==> src/rtl/core/sitdt_pkg.sv <==
// Constants and types shared by the signed integer to decimal text converter.
package sitdt_pkg;

   localparam int ValueW    = 32;               // input width
   localparam int CharW     = 6;                // ASCII code width on the output
   localparam int DigitW    = 4;                // one BCD digit
   localparam int NumDigits = 10;               // digits of the largest magnitude
   localparam int BcdW      = NumDigits * DigitW;
   localparam int BitCntW   = $clog2(ValueW);
   localparam int DigCntW   = $clog2(NumDigits + 1);

   localparam logic [CharW-1:0] MinusChar = 6'd45;
   // ASCII '0' is 6'b11_0000, so a digit below ten only fills the low nibble
   localparam logic [1:0]       DigitHigh = 2'b11;

   typedef logic [BcdW-1:0]   bcd_type;
   typedef logic [DigitW-1:0] digit_type;

endpackage

==> src/rtl/core/signed_int_to_decimal_text.sv <==
// Signed 32-bit integer to decimal ASCII text, one character per output item.
//
// One input item is taken when the block is idle; the block is then busy until the last
// character has left. The magnitude is converted to ten BCD digits by a shift and
// add-three unit that handles one input bit per cycle, leading zero digits are then
// dropped one per cycle, and the text leaves at one character per cycle while rsp_tready
// is high: an optional '-' and 1 to 10 digits. The next item can be accepted in the cycle
// after the final character is taken. rsp_tlast marks the final character of each
// number. No state is kept between items.
module signed_int_to_decimal_text import sitdt_pkg::*; (
   input  logic              clock,
   input  logic              reset,
   input  logic              req_tvalid,
   output logic              req_tready,
   input  logic [ValueW-1:0] req_tdata,    // [31:0] value (signed)
   output logic              rsp_tvalid,
   input  logic              rsp_tready,
   output logic [7:0]        rsp_tdata,    // [5:0] character, [7:6] zero
   output logic              rsp_tlast
);

   typedef enum logic [1:0] {
      ST_IDLE,
      ST_CONV,
      ST_TRIM,
      ST_EMIT
   } state_type;

   state_type          state_ff, state_in;
   logic [ValueW-1:0]  mag_ff, mag_in;
   bcd_type            bcd_ff, bcd_in;
   logic [BitCntW-1:0] bit_cnt_ff, bit_cnt_in;
   logic [DigCntW-1:0] dig_cnt_ff, dig_cnt_in;
   logic               sign_ff, sign_in;

   bcd_type            bcd_adj;
   digit_type          top_digit;
   logic               req_accept;
   logic               rsp_accept;
   logic [CharW-1:0]   char_out;

   // Add three to every digit of five or more before the next shift.
   always_comb begin
      for (int d = 0; d < NumDigits; d++) begin
         if (bcd_ff[d*DigitW +: DigitW] >= digit_type'(5)) begin
            bcd_adj[d*DigitW +: DigitW] = bcd_ff[d*DigitW +: DigitW] + digit_type'(3);
         end else begin
            bcd_adj[d*DigitW +: DigitW] = bcd_ff[d*DigitW +: DigitW];
         end
      end
   end

   assign top_digit  = bcd_ff[BcdW-1 -: DigitW];
   assign req_tready = (state_ff == ST_IDLE);
   assign req_accept = req_tvalid && req_tready;
   assign rsp_tvalid = (state_ff == ST_EMIT);
   assign rsp_accept = rsp_tvalid && rsp_tready;
   assign char_out   = sign_ff ? MinusChar : {DigitHigh, top_digit};
   assign rsp_tdata  = {2'b00, char_out};
   assign rsp_tlast  = !sign_ff && (dig_cnt_ff == DigCntW'(1));

   always_comb begin
      state_in   = state_ff;
      mag_in     = mag_ff;
      bcd_in     = bcd_ff;
      bit_cnt_in = bit_cnt_ff;
      dig_cnt_in = dig_cnt_ff;
      sign_in    = sign_ff;
      case (state_ff)
         ST_IDLE: begin
            if (req_accept) begin
               sign_in    = req_tdata[ValueW-1];
               mag_in     = req_tdata[ValueW-1] ? (ValueW'(0) - req_tdata) : req_tdata;
               bcd_in     = '0;
               bit_cnt_in = '0;
               dig_cnt_in = DigCntW'(NumDigits);
               state_in   = ST_CONV;
            end
         end
         ST_CONV: begin
            // shift the next magnitude bit into the adjusted digits
            bcd_in     = {bcd_adj[BcdW-2:0], mag_ff[ValueW-1]};
            mag_in     = {mag_ff[ValueW-2:0], 1'b0};
            bit_cnt_in = bit_cnt_ff + BitCntW'(1);
            if (bit_cnt_ff == BitCntW'(ValueW - 1)) begin
               state_in = ST_TRIM;
            end
         end
         ST_TRIM: begin
            // drop a leading zero digit, keep at least one
            if (top_digit == '0 && dig_cnt_ff != DigCntW'(1)) begin
               bcd_in     = {bcd_ff[BcdW-DigitW-1:0], digit_type'(0)};
               dig_cnt_in = dig_cnt_ff - DigCntW'(1);
            end else begin
               state_in = ST_EMIT;
            end
         end
         ST_EMIT: begin
            if (rsp_accept) begin
               if (sign_ff) begin
                  sign_in = 1'b0;
               end else if (dig_cnt_ff == DigCntW'(1)) begin
                  state_in = ST_IDLE;
               end else begin
                  bcd_in     = {bcd_ff[BcdW-DigitW-1:0], digit_type'(0)};
                  dig_cnt_in = dig_cnt_ff - DigCntW'(1);
               end
            end
         end
         default: state_in = ST_IDLE;
      endcase
   end

   always_ff @(posedge clock) begin
      if (reset) begin
         state_ff   <= ST_IDLE;
         sign_ff    <= 1'b0;
         dig_cnt_ff <= DigCntW'(1);
         bit_cnt_ff <= '0;
      end else begin
         state_ff   <= state_in;
         sign_ff    <= sign_in;
         dig_cnt_ff <= dig_cnt_in;
         bit_cnt_ff <= bit_cnt_in;
      end
   end

   always_ff @(posedge clock) begin
      mag_ff <= mag_in;
      bcd_ff <= bcd_in;
   end

   // Never offer a character while taking a new number.
   assert property (@(posedge clock) disable iff (reset) rsp_tvalid |-> !req_tready)
      else $error("output valid while input ready");

   // Conversion and trimming lie between acceptance and output, so no character follows acceptance directly.
   assert property (@(posedge clock) disable iff (reset)
      req_accept |=> !rsp_tvalid ##1 !rsp_tvalid)
      else $error("character offered too early after acceptance");

   // The minus sign is never the final character.
   assert property (@(posedge clock) disable iff (reset)
      (rsp_tvalid && rsp_tlast) |-> (rsp_tdata[5:0] != MinusChar))
      else $error("run ends on a minus sign");

   // Digits shown are always decimal.
   assert property (@(posedge clock) disable iff (reset)
      (rsp_tvalid && !sign_ff) |-> (top_digit <= digit_type'(9)))
      else $error("non-decimal digit offered");

endmodule
==> config.mk <==
export PLATFORM = sky130hd
export DESIGN_NAME = signed_int_to_decimal_text
export DESIGN_NICKNAME = d
export VERILOG_FILES = /design/src/rtl/core/sitdt_pkg.sv /design/src/rtl/core/signed_int_to_decimal_text.sv
export SDC_FILE = /design/constraint.sdc
export NUM_CORES = 1
export LEC_CHECK = 0
export BUFFER_PORTS_ARGS = -buffer_cell sky130_fd_sc_hd__buf_2
export CORE_UTILIZATION = 39
export CTS_CLUSTER_SIZE = 28
export DETAILED_ROUTE_END_ITERATION = 8
export MAX_ROUTING_LAYER = met4
export SLEW_MARGIN = 0
export SYNTH_ARGS = -nofsm -noshare
export SYNTH_HDL_FRONTEND = slang
export SYNTH_SLANG_ARGS = --single-unit
==> constraint.sdc <==
create_clock -name clock -period 3.59 [get_ports clock]
set_input_delay 0.359 -clock clock [delete_from_list [all_inputs] [get_ports clock]]
set_output_delay 0.359 -clock clock [all_outputs]
set_load 0.02 [all_outputs]
Word level (Yosys, flattened, before mapping) --
Cells that the tools add are included.
Storage, ports and cells: word-level logic and storage cells 96, bits in registers 84, output and inout port bits 11, bits of input ports 36
Operators by class: reductions and logical operators 15, multiplexer cells 38, magnitude comparators 10, add/subtract/negate cells 13, equality and inequality tests 14
Operators with widths (number):
- 2-to-1 mux 40 bit | 5
- case mux 40 bit (4 select lines) | 1
- 2-to-1 mux 32 bit | 2
- case mux 32 bit (2 select lines) | 1
- 2-to-1 mux 4 bit | 14
- greater-or-equal comparator 4 x 3 -> 1 bit (second input constant) | 10
- adder 4 x 2 -> 4 bit (second input constant) | 9
- subtractor 1 x 32 -> 32 bit (first input constant) | 1
- 2-to-1 mux 2 bit | 6
- case mux 4 bit (3 select lines) | 1
- AND reduction 6 bit | 2
- 2-to-1 mux 5 bit | 2
- inequality test 2 bit (second input constant) | 5
- case mux 5 bit (2 select lines) | 1
- case mux 2 bit (4 select lines) | 1
- inequality test 2 x 1 -> 1 bit (second input constant) | 3
- adder 5 x 1 -> 5 bit (second input constant) | 1
- equality test 5 bit (second input constant) | 1
- AND reduction 5 bit | 1
- equality test 2 bit (second input constant) | 2
- equality test 4 x 1 -> 1 bit (second input constant) | 1
- logical AND 1 bit | 4
- zero test 4 bit | 1
- inequality test 4 x 1 -> 1 bit (second input constant) | 1
- other kinds (12) | 14

Longest topological paths before layout --
Gate-level depths: netlist of run 1.
depth after elaboration 5, depth in mapped cells 8, gate-level depth less buffers 6

Least setup slack after synthesis of run 1 --
OpenSTA, ideal clock, no wires.
path kind register to register, start register bcd_ff[36], end register bcd_ff[0], enable pin, slack 0.824 ns, arrival 2.366 ns, required time 3.190 ns, clock period less this slack 2.766 ns, setup time 0.400 ns, cell stages (with the launch flop) 6, buffers on the path 0, cell sequence edfxtp_1 -> inv_1 -> ha_1 -> or3b_2 -> nor2_1 -> o21a_1
On the way: longest elaborated chain between the ends 4
RTL lines:
- start: declaration | RTL line signed_int_to_decimal_text.sv:31 | bcd_type bcd_ff, bcd_in;
- start signal: assignment | RTL line signed_int_to_decimal_text.sv:130 | bcd_ff <= bcd_in;
- zero test 4 bit | RTL line signed_int_to_decimal_text.sv:91 | if (top_digit == '0 && dig_cnt_ff != DigCntW'(1)) begin
- logical AND 1 bit | RTL line signed_int_to_decimal_text.sv:91
- inequality test 2 bit (no source line)
- AND reduction 5 bit (no source line)
Every way passes these cells. A chain may end at the register's enable or synchronous reset.

Worst setup path after layout of run 1 --
start register state_ff[1], end register mag_ff[7], enable pin
On the way: longest elaborated chain between the ends 4, elaborated cells on any way between the ends 6, those cells by class eq/ne: 2; reduce/logical: 4
RTL lines:
- start: declaration | RTL line signed_int_to_decimal_text.sv:29 | state_type state_ff, state_in;
- start signal: assignment | RTL line signed_int_to_decimal_text.sv:121 | state_ff <= state_in;
- zero test 2 bit | RTL line signed_int_to_decimal_text.sv:54, signed_int_to_decimal_text.sv:69
- logical AND 1 bit | RTL line signed_int_to_decimal_text.sv:55 | assign req_accept = req_tvalid && req_tready;
- inequality test 2 x 1 -> 1 bit (no source line)
- AND reduction 2 bit (no source line) *
- end signal: assignment | RTL line signed_int_to_decimal_text.sv:129 | mag_ff <= mag_in;
- end: declaration | RTL line signed_int_to_decimal_text.sv:30 | logic [ValueW-1:0] mag_ff, mag_in;
Every way passes the cells marked *; elsewhere a longest branch is shown, timed or not.

==> metrics.yaml, run 1 <==
cellPowerDensity_nw_per_um2: 809
cts.sinks: 84
critical_path_class: "reg -> reg"
dpl.hpwl_um: 8560
cts_buffers: 9
diodes: 0
dieWidth_um: 122
wirelength_um: 12400
max_freq_ghz: 0.395
whs_ns: 0.362
rows: 43
clk_pin_slew_ns: 0.06
insertion_delay_ns: 0.35
cts_tree: "done"
finalSetupViolCount: 0
initial_core_util_pct: 40.4
ir_worst_vdd_mv: 0.337
fin_crit_sh_pct: 70.4
drc_errors: 0
ys_warn_count: 0
rsz0062_at_grt: "false"
rr_worst_depth: 6
die-height_um: 122
routabilityCongestion: 0.832
status: "finished, final reports clean"
worstPathRequired_ns: 3.58
synth_cell_types: 60
tightest_slew_ns: 0.725
hold_path_depth: 2
fin_nets: 697
synth_top_area_share_pct: 38.3
synthTopCellsByArea: "edfxtp_1 38%, ha_1 6.6%, o21ai_0 4.8%"
grt_pass1_vias: 4510
slew_violations: 0
netlist_area_um2: 5650
worst_clock_skew_ns: 0.0119
grt_max_degree: 69
cp-end-kind: "flip-flop"
path_max_fanout: 68
firstDrtPassIters: 5
drtAntennaViolNets: 0
yosysSeqAreaShare_pct: 42.5
arrival_ns: 2.52
start_kind: "flip-flop"
dieArea_um2: 15000
synth_top_flop_cell: "edfxtp_1"
synth_area_per_cell_um2: 9.41
synth_edf_count: 72
hold_viol: 0
synth-async-reset-ratio_pct: 0
syn_to_final_growth_pct: 12.1
track_usage_pct: 18.2
port_buffers: 43
coreArea_um2: 14000
clockBufferDepth: 2
io_pins: 47
via_per_inst: 5.70
holdCritPathClass: "in -> reg"
drt_iter0_drc: 324
slew_headroom_pct: 51.2
finalSetupTns_ns: 0
vias: 4655
htreeDepth: 3
leakage_nw: 2.32
post-synth-top-count-cell: "edfxtp_1"
synth_top_cell_by_area: "edfxtp_1"
synth_seq_cells: 84
cts_resized: 0
hold_buffers: 0
wire_per_inst_um: 15.3
synth_common_cells: "72 x edfxtp_1, 54 x o21ai_0, 49 x nand2_1, 37 x inv_1, 34 x nor2_1"
synthesis.instances: 600
period_needed_ns: 2.53
maxCapViolCount: 0
antenna_found_initial: 0
grt_overflow_total: 0
drive_above_1_share_pct: 14.3
utilization_pct: 45.3
root_buffer: "clkbuf_16"
grt_pass1_wl_um: 20900
post-cts-setup-buffer-count: 0
==> sequential cells by signal (all words and copies together) (netlist names) <==
register and cells:
bcd_ff 40, bit_cnt_ff 5, dig_cnt_ff 4, mag_ff 32
sign_ff 1, state_ff 2
==> through the flow <==
step | total power [mW] | setup WS, ns | cell area [um2] | std cells
detailed placement | 4.15 | 0.917 | 6010 | 800
global route | 5.54 | 0.856 | 6330 | 816
floorplan | 3.58 | 0.824 | 5650 | 601
global placement | 4.06 | 0.962 | 6010 | 800
CTS | 5.17 | 1.05 | 6330 | 816
finish | 5.12 | 1.06 | 6330 | 816
==> critical path, cell delays in order (launching register included) <==
cell and delay (ns):
dfxtp_1 0.33, inv_1 0.12, ha_2 0.25, buf_4 0.52, o21ai_0 0.41, inv_1 0.13
buf_4 0.39
==> routing by layer <==
layer  part of all wire, %  vias to the layer above  wire, um  global-route usage [%]
met1                    47                     2257      5800                    21.1
met2                    49                       99      6080                    31.3
met4                  0.88                        0       110                    4.50
met3                   3.7                        9       458                    4.51
met5                     0                        -         0                       -
li1                      -                     2290         -                       -
==> layout by cell type (no fill, tap or decap), types with 5 or more instances in the layout <==
cell and n:
o21a_1 6, and3_1 8, a31oi_1 6, clkbuf_16 10, ha_1 29, nand2b_1 19
nand3_1 15, or2_2 8, dfxtp_1 12, nor2b_1 6, xor2_1 14, inv_1 37
or4_1 14, xnor2_1 15, mux2_2 8, a221oi_1 5, o31ai_1 9, o21ai_0 54
nor2_1 33, mux2i_1 5, nand4_1 5, nor3_1 14, nand2_1 49, a21oi_1 33
nor3b_1 12, buf_2 43, nor4_1 6, o41ai_1 6, buf_4 7, or3_1 12
o211ai_1 5, edfxtp_1 72
==> cells by family (layout without fill, tap and decap cells) <==
kind of cell | count (synthesis) | in the layout | synth area share (%)
other cells | 2 | 3 | 0.133
buf+inv | 68 | 103 | 4.87
xor+xnor | 29 | 29 | 4.50
simple gates | 213 | 213 | 20.4
fa+ha+maj | 30 | 30 | 6.65
flops | 84 | 84 | 42.5
compound gates | 161 | 161 | 18.5
mux | 13 | 13 | 2.48
==> power breakdown <==
group          internal, mW  leakage [nW]  switching (mW)
Sequential             1.71         0.840           0.296
Combinational         0.818          1.32            1.30
Clock                 0.586         0.155           0.407
==> layout make-up <==
class	count	area [um2]
timing repair buffer	50	268
clock buffer	10	250
multi-input combinational	449	2980
tap	180	225
sequential	84	2400
inverter	37	139
clock inverter	6	68.8
fill	1357	7660
==> path summary, 6_finish.rpt <==
check / endpoint / startpoint / slack (ns)
max reg2reg: mag_ff[7] / state_ff[1] / 1.06
min reg2reg: bit_cnt_ff[0] / bit_cnt_ff[0] / 0.49
min: sign_ff / reset / 0.36
max: mag_ff[7] / state_ff[1] / 1.06
No activity file was read; power rests on OpenSTA's default activity.
==> inputs of run 2 (changes only) <==
--- a/config.mk
+++ b/config.mk
@@ -5,6 +5,7 @@
 export SDC_FILE = /design/constraint.sdc
 export NUM_CORES = 1
 export LEC_CHECK = 0
+export ABC_AREA = 1
 export BUFFER_PORTS_ARGS = -buffer_cell sky130_fd_sc_hd__buf_2
 export CORE_UTILIZATION = 39
 export CTS_CLUSTER_SIZE = 28
==> constraint.sdc (replaced) <==
create_clock -name clock -period 2.5 [get_ports clock]
set_input_delay 0.25 -clock clock [delete_from_list [all_inputs] [get_ports clock]]
set_output_delay 0.25 -clock clock [all_outputs]
set_load 0.02 [all_outputs]
==> metrics.yaml, run 2 <==
dpl.hpwl_um: 9050  # was 8560 um
coreArea_um2: 14000  # about the same
utilization_pct: 45.1  # was 45.3%
period_needed_ns: 1.91  # was 2.53 ns
netlist_area_um2: 5680  # was 5650 um2
fin_cells: 935  # was 816
drt_iter0_drc: 278  # was 324
hold_viol: 0  # unchanged
grt_max_degree: 42  # was 69
finalSetupViolCount: 0  # unchanged
post-synth-top-count-cell: "nand2_1"  # was edfxtp_1
fin_crit_sh_pct: 76.6  # was 70.4%
worstPathRequired_ns: 2.74  # was 3.58 ns
fin_nets: 816  # was 697
firstDrtPassIters: 6  # was 5
dieWidth_um: 123  # was 122 um
io_pins: 47  # unchanged
max_freq_ghz: 0.523  # was 0.395 GHz
ir_worst_vdd_mv: 0.487  # was 0.337 mV
largest_reg_flops: 40  # unchanged
root_buffer: "clkbuf_16"  # unchanged
diodes: 0  # unchanged
syn_to_final_growth_pct: 11.6  # was 12.1%
port_buffers: 43  # unchanged
drc_errors: 0  # unchanged
clk_pin_slew_ns: 0.06  # about the same
yosysSeqAreaShare_pct: 42.3  # was 42.5%
cts.sinks: 84  # unchanged
arrival_ns: 2.15  # was 2.52 ns
antenna_found_initial: 0  # unchanged
place_area_um2: 6040  # was 6010 um2
routabilityCongestion: 0.903  # was 0.832
reg.largest.list: "bcd_ff: 40 flops, mag_ff: 32 flops, bit_cnt_ff: 5 flops"  # unchanged
drtAntennaViolNets: 0  # unchanged
largest_register: "bcd_ff"  # unchanged
synth_edf_count: 72  # unchanged
synth_top_cell_by_area: "edfxtp_1"  # unchanged
critical_path_class: "reg -> reg"  # unchanged
grt_pass1_vias: 4703  # was 4510
post-cts-setup-buffer-count: 0  # unchanged
fin_area_um2: 6340  # was 6330 um2
synth_top_area_share_pct: 38.1  # was 38.3%
finalSetupTns_ns: 0  # unchanged
layout.cells.most_common: "nand2_1"  # was edfxtp_1
holdCritPathClass: "in -> reg"  # unchanged
slew_violations: 0  # unchanged
drive_above_1_share_pct: 13.1  # was 14.3%
clockBufferDepth: 2  # unchanged
insertion_delay_ns: 0.35  # about the same
synth_seq_cells: 84  # unchanged
ys_warn_count: 0  # unchanged
synth_area_per_cell_um2: 7.98  # was 9.41 um2
rows: 43  # unchanged
dp_slack_ns: 0.597  # was 0.917 ns
cts_resized: 0  # unchanged
cellPowerDensity_nw_per_um2: 1140  # was 809 nW/um2
start_kind: "flip-flop"  # unchanged
whs_ns: 0.192  # was 0.362 ns
grt_pass1_wl_um: 21600  # was 20900 um
dp.cells: 919  # was 800
cts_buffers: 9  # unchanged
dieArea_um2: 15000  # about the same
worst_clock_skew_ns: 0.00961  # was 0.0119 ns
synthesis.instances: 711  # was 600
hold_buffers: 0  # unchanged
synth_top_flop_cell: "edfxtp_1"  # unchanged
htreeDepth: 3  # unchanged
vias: 4872  # was 4655
synth_cell_types: 41  # was 60
path_max_fanout: 41  # was 68
initial_core_util_pct: 40.4  # about the same
die-height_um: 123  # was 122 um
fin_ws_ns: 0.586  # was 1.06 ns
synth_common_cells: "148 x nand2_1, 100 x nor2_1, 87 x inv_1, 72 x edfxtp_1, 48 x nand3_1"  # was 72 x edfxtp_1, 54 x o21ai_0, 49 x nand2_1, 37 x inv_1, 34 x nor2_1
maxCapViolCount: 0  # unchanged
cp-end-kind: "flip-flop"  # unchanged
via_per_inst: 5.21  # was 5.70
cts_tree: "done"  # unchanged
wirelength_um: 12700  # was 12400 um
status: "finished, final reports clean"  # unchanged
synthTopCellsByArea: "edfxtp_1 38%, nand2_1 9.8%, ha_1 6.6%"  # was edfxtp_1 38%, ha_1 6.6%, o21ai_0 4.8%
synth-async-reset-ratio_pct: 0  # unchanged
rsz0062_at_grt: "false"  # unchanged
final_cell_mix: "148 x nand2_1, 99 x nor2_1, 87 x inv_1, 72 x edfxtp_1, 48 x nand3_1"  # was 72 x edfxtp_1, 54 x o21ai_0, 49 x nand2_1, 43 x buf_2, 37 x inv_1
wire_per_inst_um: 13.6  # was 15.3 um
fillers: 1369  # was 1357
leakage_nw: 2.72  # was 2.32 nW
grt_overflow_total: 0  # unchanged
track_usage_pct: 18.9  # was 18.2%
power_mw: 7.24  # was 5.12 mW
[run 2: worst paths after layout]
kind | from | to | slack (ns) | cells after the start
hold / removal | reset | dig_cnt_ff[1] | 0.19 | 2
setup / recovery | state_ff[0] | dig_cnt_ff[2] | 0.59 | 11
setup reg to reg | state_ff[0] | dig_cnt_ff[2] | 0.59 | 11
hold reg to reg | bit_cnt_ff[4] | bit_cnt_ff[4] | 0.47 | 2
[run 2: kinds of logic (layout without fill, tap and decap cells)]
| group | Yosys count | in the layout | share of synthesized area, % |
|---|---|---|---|
| xor gates and xnor gates | 11 | 11 | 1.70 |
| adders and majority gates | 30 | 30 | 6.61 |
| and+or+nand+nor | 336 | 336 | 25.5 |
| buffers and inverters | 117 | 160 | 8.84 |
| AOI/OAI and AO/OA | 131 | 131 | 14.9 |
| DFF | 84 | 84 | 42.3 |
| other | 2 | 3 | 0.132 |
[run 2: final cells by class]
class,count,area (um2),area share (%)
multi-input cells,511,2780,43.9
flip-flops and latches,84,2400,37.9
inverters,94,353,5.57
repair buffers,50,280,4.42
clock buffers,9,225,3.55
well taps,180,225,3.55
clock inverters,7,67.6,1.07
[run 2: metal layers]
| metal | track usage [%] | vias up | share of wire, % |
|---|---|---|---|
| met4 | 8.54 | 0 | 2.3 |
| met2 | 29.9 | 126 | 47 |
| li1 | - | 2467 | - |
| met5 | - | - | 0 |
| met3 | 3.81 | 25 | 4.2 |
| met1 | 23.2 | 2254 | 47 |
[run 2: worst max-delay path: stages (launching register included)]
cell	delay, ns
dfxtp_1	0.38
inv_1	0.10
ha_1	0.26
inv_1	0.08
nor2_1	0.05
inv_2	0.10
nand3_2	0.14
nor2_4	0.15
buf_12	0.24
nand2_1	0.13
nand2_1	0.09
a21oi_1	0.07
[run 2: report_power, final]
group / internal, mW / total, mW / leakage (nW) / switching [mW]
clock network: 0.768 / 1.33 / 0.140 / 0.566
logic: 0.985 / 3.09 / 1.76 / 2.11
registers: 2.45 / 2.82 / 0.823 / 0.364
total: 4.21 / 7.24 / 2.72 / 3.03
